[src/sv/mcma_pkg.sv]
`default_nettype none

package mcma_pkg;

    localparam int DATA_W      = 32;
    localparam int CH_W        = 3;
    localparam int MODE_W      = 2;
    localparam int CNT_W       = 5;
    localparam int WIN_W       = 5;
    localparam int FACTOR_W    = 18;
    localparam int SUM_W       = DATA_W + CNT_W;
    localparam int DIV_CNT_W   = $clog2(SUM_W + 1);
    localparam int PROD_W      = DATA_W + FACTOR_W;
    localparam int FRAC_W      = 16;
    localparam int SCALED_W    = PROD_W - FRAC_W;
    localparam int IN_TDATA_W  = 40;
    localparam int OUT_TDATA_W = 80;
    localparam int OUT_PAD_W   = OUT_TDATA_W - (CH_W + DATA_W + SCALED_W + CNT_W);
    localparam int CFG_IDX_W   = 1;
    localparam int CFG_DATA_W  = 18;
    localparam int WIN_CMP_W   = 9;

    localparam int DEF_CHANNELS = 8;
    localparam int DEF_DEPTH    = 16;

    localparam logic [WIN_W-1:0]    WINDOW_RST = 5'd16;
    localparam logic [FACTOR_W-1:0] FACTOR_RST = 18'd144480;

    localparam logic [MODE_W-1:0] MODE_ADD     = 2'd0;
    localparam logic [MODE_W-1:0] MODE_CLR_ONE = 2'd1;
    localparam logic [MODE_W-1:0] MODE_CLR_ALL = 2'd2;

    localparam logic [CFG_IDX_W-1:0] CFG_WINDOW = 1'b0;
    localparam logic [CFG_IDX_W-1:0] CFG_FACTOR = 1'b1;

    typedef enum logic [3:0] {
        S_INIT,
        S_IDLE,
        S_DISPATCH,
        S_WRITE,
        S_SUM,
        S_DIV,
        S_MUL,
        S_CLEAR,
        S_OUT
    } t_state;

    typedef struct packed {
        logic accept;
        logic meta_rd;
        logic clr_init_one;
        logic clr_init_all;
        logic clr_step;
        logic wr_add;
        logic sum_step;
        logic div_init;
        logic div_step;
        logic mul;
        logic out_load;
    } t_cmd;

    typedef struct packed {
        logic in_valid;
        logic add_ok;
        logic clr_one;
        logic clr_all;
        logic clr_done;
        logic sum_done;
        logic div_done;
        logic out_free;
    } t_status;

endpackage

`default_nettype wire

[src/sv/mcma_ctrl.sv]
`default_nettype none

module mcma_ctrl (
    input  wire                  i_clk,
    input  wire                  i_rst_n,
    input  mcma_pkg::t_status    i_st,
    output mcma_pkg::t_cmd       o_cmd,
    output logic                 o_item_ready
);
    import mcma_pkg::*;

    t_state r_state;
    t_state n_state;

    always_ff @(posedge i_clk) begin
        if (!i_rst_n) begin
            r_state <= S_INIT;
        end else begin
            r_state <= n_state;
        end
    end

    always_comb begin
        n_state = r_state;
        case (r_state)
            S_INIT: begin
                if (i_st.clr_done) n_state = S_IDLE;
            end
            S_IDLE: begin
                if (i_st.in_valid) n_state = S_DISPATCH;
            end
            S_DISPATCH: begin
                if (i_st.add_ok) begin
                    n_state = S_WRITE;
                end else if (i_st.clr_one || i_st.clr_all) begin
                    n_state = S_CLEAR;
                end else begin
                    n_state = S_OUT;
                end
            end
            S_WRITE: begin
                n_state = S_SUM;
            end
            S_SUM: begin
                if (i_st.sum_done) n_state = S_DIV;
            end
            S_DIV: begin
                if (i_st.div_done) n_state = S_MUL;
            end
            S_MUL: begin
                n_state = S_OUT;
            end
            S_CLEAR: begin
                if (i_st.clr_done) n_state = S_OUT;
            end
            S_OUT: begin
                if (i_st.out_free) n_state = S_IDLE;
            end
            default: begin
                n_state = S_INIT;
            end
        endcase
    end

    always_comb begin
        o_cmd        = '0;
        o_item_ready = 1'b0;
        case (r_state)
            S_INIT: begin
                o_cmd.clr_step = 1'b1;
            end
            S_IDLE: begin
                o_item_ready = 1'b1;
                o_cmd.accept = i_st.in_valid;
            end
            S_DISPATCH: begin
                o_cmd.meta_rd = 1'b1;
                if (!i_st.add_ok) begin
                    o_cmd.clr_init_one = i_st.clr_one;
                    o_cmd.clr_init_all = i_st.clr_all;
                end
            end
            S_WRITE: begin
                o_cmd.wr_add = 1'b1;
            end
            S_SUM: begin
                o_cmd.sum_step = 1'b1;
                o_cmd.div_init = i_st.sum_done;
            end
            S_DIV: begin
                o_cmd.div_step = 1'b1;
            end
            S_MUL: begin
                o_cmd.mul = 1'b1;
            end
            S_CLEAR: begin
                o_cmd.clr_step = 1'b1;
            end
            S_OUT: begin
                o_cmd.out_load = i_st.out_free;
            end
            default: begin
                o_cmd = '0;
            end
        endcase
    end

endmodule

`default_nettype wire

[config.mk]
export PLATFORM = sky130hd
export DESIGN_NAME = mcma_ctrl
export DESIGN_NICKNAME = d
export VERILOG_FILES = /design/src/sv/mcma_pkg.sv /design/src/sv/mcma_ctrl.sv
export SDC_FILE = /design/constraint.sdc
export NUM_CORES = 1
export LEC_CHECK = 0
export BUFFER_PORTS_ARGS = -buffer_cell sky130_fd_sc_hd__buf_2
export CAP_MARGIN = 0
export CORE_AREA = 2 2 39 41
export CTS_CLUSTER_DIAMETER = 100
export CTS_CLUSTER_SIZE = 16
export DETAILED_ROUTE_END_ITERATION = 12
export DIE_AREA = 0 0 41 43
export MAX_ROUTING_LAYER = met4
export PLACE_DENSITY = 0.66
export SYNTH_ARGS = -nofsm -noshare
export SYNTH_HDL_FRONTEND = slang
export SYNTH_SLANG_ARGS = --single-unit
[constraint.sdc]
create_clock -name i_clk -period 1.8 [get_ports i_clk]
set_input_delay 0.18 -clock i_clk [delete_from_list [all_inputs] [get_ports i_clk]]
set_output_delay 0.18 -clock i_clk [all_outputs]
set_load 0.02 [all_outputs]
==> results.txt <==
- In this run the number of H-tree levels came out at 1.
- Cell chosen for the clock root: clkbuf_4
- Vertical die dimension: 43 um
- Critical path endpoint category: output port
- In this run the remaining antenna-violating nets after routing total 0.
- The endpoint identified for the worst register-to-register timing path is r_state[1].
* Critical-path cell with the highest stage delay: dfxtp_1
- Post-CTS clock slew at the launch and capture registers of the worst setup and hold paths: 0.03 ns
- Latest clock arrival within the worst-skew pair: 0.23 ns
- Post-route setup TNS: 0 ns
- Worst-case register-to-register setup slack: around 0.22 ns
- Multiplexer share of the synthesized area: 0.0581
- Std-Cell Core Area: 1380 sq um
* Post-layout minimum cycle time: 1.65 ns
* Residual DRC count: 0
* Adder-cell area share of the yosys netlist: 0
- Setup violations remaining at the end of the flow were counted as 0.
- Synthesized-area fraction occupied by ao, oa, aoi and oai cells: 0.190
- After the first detailed-routing iteration, the DRC count stood at 7.
* Pins over their slew limit: 0
- First-pass GRT wire length: 1480 um
- Sink Count: 4
* Synthesized instance count: 51
- The worst hold path terminates at r_state[1].
- The synthesized design contains 4 register bits.
- Area share of the largest cell type after synthesis: 0.206
* Warnings, synthesis: 0
- For this run, global-route usage on met1 was measured as 0.162.
- met2 is the most crowded layer.
* Number of nets in the synthesized netlist: 61
- Hold buffer count at cts: 0
- Final wirelength: a little over 900 um
- Across all hold checks on the routed design, the worst slack comes to 0.188 ns.
* Drt via density: 4.95
- Commonest cells in the synthesized netlist: nor2_1, nor3_1, and2_1, dfxtp_1, inv_1
* Clock tree buffer depth: 2
- Counting cells, the worst reg-to-reg path comes to 4.
- Largest family of logic cells by synthesized area: simple AND/OR/NAND/NOR gates
- Run status: finished clean
- The die is about 41 um wide.
- Pin count of the biggest net entering global routing: 12
- The number of antenna violations at the first check in global routing came to 0.
- Of the available clock period, the critical path in the final layout requires 0.914.
* Total routing resource utilization after global routing: 0.129
* Cell type with the highest aggregate area in the netlist: dfxtp_1
- Along the worst hold path, the cell count comes to 2.
* Seq/Total Area, Yosys: 0.206
* GR Layer Usage met3: 0.0628
- After global routing the overflow that remains totals 0.
- At the end of the flow, the number of nets in the layout was between 80 and 90.
- After synthesis, the mean cell area works out to 7.61 sq um.
- In the final layout, the multi-input gates occupy 274 sq um.
* Synthesized cell area: approximately 390 sq um
* Maximum fanout along the worst path: 8
- Count of distinct cell types in the synthesized netlist: 26
* RSZ-0062 raised after global routing: false
* Prevailing post-synth register cell: dfxtp_1
- The critical path in this run is classified as reg -> out.
- Traced cell by cell, the critical path runs through nor4b_4 > nor2b_1 > and2_1 > buf_2.
* Leak Pwr: 0.239 nW
- Based on the critical path, the design can be clocked at up to 608 MHz.
* Met2 capacity usage during global routing: 0.169
- Routability Congestion: ~0.79
* Clock tree from TritonCTS: yes
- Power per cell area: 1120 nW/um^2
- Top Family by Delay on Critical Path: simple AND/OR/NAND/NOR gates
* Worst setup skew after layout: 0.0000930 ns
- Synth-to-Final Area Change: 33.9%
- Top flop regs: r_state (4)
* Simple-Gate Fraction of Synth Area: 0.435
- The startpoint identified for the worst hold timing path is i_rst_n.
- At the worst endpoint, the required time is 1.62 ns.
- Iteration count of the initial detailed-routing pass: 4
- The layout has 163 filler cells.
- For this configuration, the core starts out at a cell density of 0.280.
* Worst-margin pin slew: 0.387 ns
- Worst vdd rail ir drop: 456 uV
- The die covers 1760 sq um.
* Fraction of layout cells with a size suffix above 1: 0.431
- In the post-synthesis netlist, the biggest area contributors are dfxtp_1, nor2_1, and2_1.
- Count leader, synth: nor2_1
- 0 antenna diodes ended up in the layout.
* Vias in the first global route: 383
* Top-Level Pins: 22
* Final Hold Vio Count: 0
- Hold Crit Class: in -> reg
- The worst pin sits at a relative slew slack of 0.741.
* Placed wire-length estimate after detailed placement: 772 um
* Data arrival time of the critical path: 1.47 ns
* CTS Buf Count: 3
* Largest reg by FF count: r_state
* Share of flip-flops with an asynchronous set or reset after synthesis: 0
* Max reg flops: 4
* Post-synthesis share of cell area spent on xor and xnor gates: 0
- The largest single stage delay on the critical path is 0.41 ns.
- Sum of buffers and inverters on the critical path: 1
- Across the whole layout, storage elements account for 82.6 sq um.
- The count of buffers added on input and output ports is 21.
- Wire length per cell: between 10 and 15 um
* Maxcap violations: 0
- Worst reg2reg path startpoint: r_state[0]
- The floorplan has 14 rows.
- The detailed router placed between 400 and 500 vias in this run.
- In this run, synthesis inferred 0 flip-flops with an integrated enable.
* Startpoint kind of the worst setup timing path: flop
-- layout by cell type, fill, tap and decap left out, types with 2 or more instances in the layout --
cell	netlist	layout
a21oi_1	2	2
and2_1	4	4
buf_2	0	21
clkbuf_4	0	3
dfxtp_1	4	2
dfxtp_2	0	2
inv_1	4	4
nand2_1	3	3
nand2b_1	2	2
nand3_1	2	2
nor2_1	7	7
nor3_1	5	5
-- logic make-up (layout without fill, tap and decap cells) --
kind of cell	after synthesis	in the layout
mux	1	1
simple gates	29	29
flops	4	4
compound gates	10	10
buf+inv	7	28
-- through the flow --
| stage | utilization | power, W | instances | worst slack (ns) | instance area [sq um] |
|---|---|---|---|---|---|
| 2_1_floorplan | - | 0.000407 | 51 | 0.138 | 388 |
| 3_3_place_gp | 0.351 | 0.000463 | 85 | 0.272 | 485 |
| 3_5_place_dp | 0.351 | 0.000466 | 85 | 0.246 | 485 |
| 4_1_cts | 0.367 | 0.000581 | 88 | 0.0724 | 508 |
| 5_1_grt | 0.375 | 0.000640 | 88 | 0.0143 | 519 |
| 6_report | 0.375 | 0.000583 | 88 | 0.154 | 519 |
-- routing by layer --
metal | vias up | wire length, um | share of wire
li1 | 222 | - | -
met1 | 196 | 404 | 0.45
met2 | 16 | 436 | 0.48
met3 | 2 | 56 | 0.062
met4 | 0 | 8 | 0.0088
met5 | - | 0 | 0
-- worst max path at each step --
stage | start | endpoint | depth (start not counted)
2_1_floorplan | r_state[3] | o_cmd[7] | 4
3_3_place_gp | r_state[0] | r_state[1] | 4
3_5_place_dp | r_state[0] | r_state[1] | 4
4_1_cts | r_state[1] | o_cmd[7] | 4
5_1_grt | r_state[3] | o_cmd[8] | 4
6_report | r_state[3] | o_cmd[7] | 4
-- layout make-up --
class	instances	share of cell area
multi-input combinational	40	0.528
clock buffer	3	0.0434
sequential	4	0.159
tap	16	0.0386
timing repair buffer	21	0.202
inverter	4	0.0289
-- power by group --
part | switching, W | internal, W | total, W
Sequential | 0.0000551 | 0.000112 | 0.000167
Clock | 0.0000330 | 0.0000743 | 0.000107
Combinational | 0.000181 | 0.000127 | 0.000309
Total | 0.000270 | 0.000313 | 0.000583
-- timing repair --
item / in CTS / in global routing
setup endpoints to repair: 0 / 2
setup buffers: 0 / 0
gates resized for setup: 0 / 3
No activity file was read; power rests on OpenSTA's default activity.
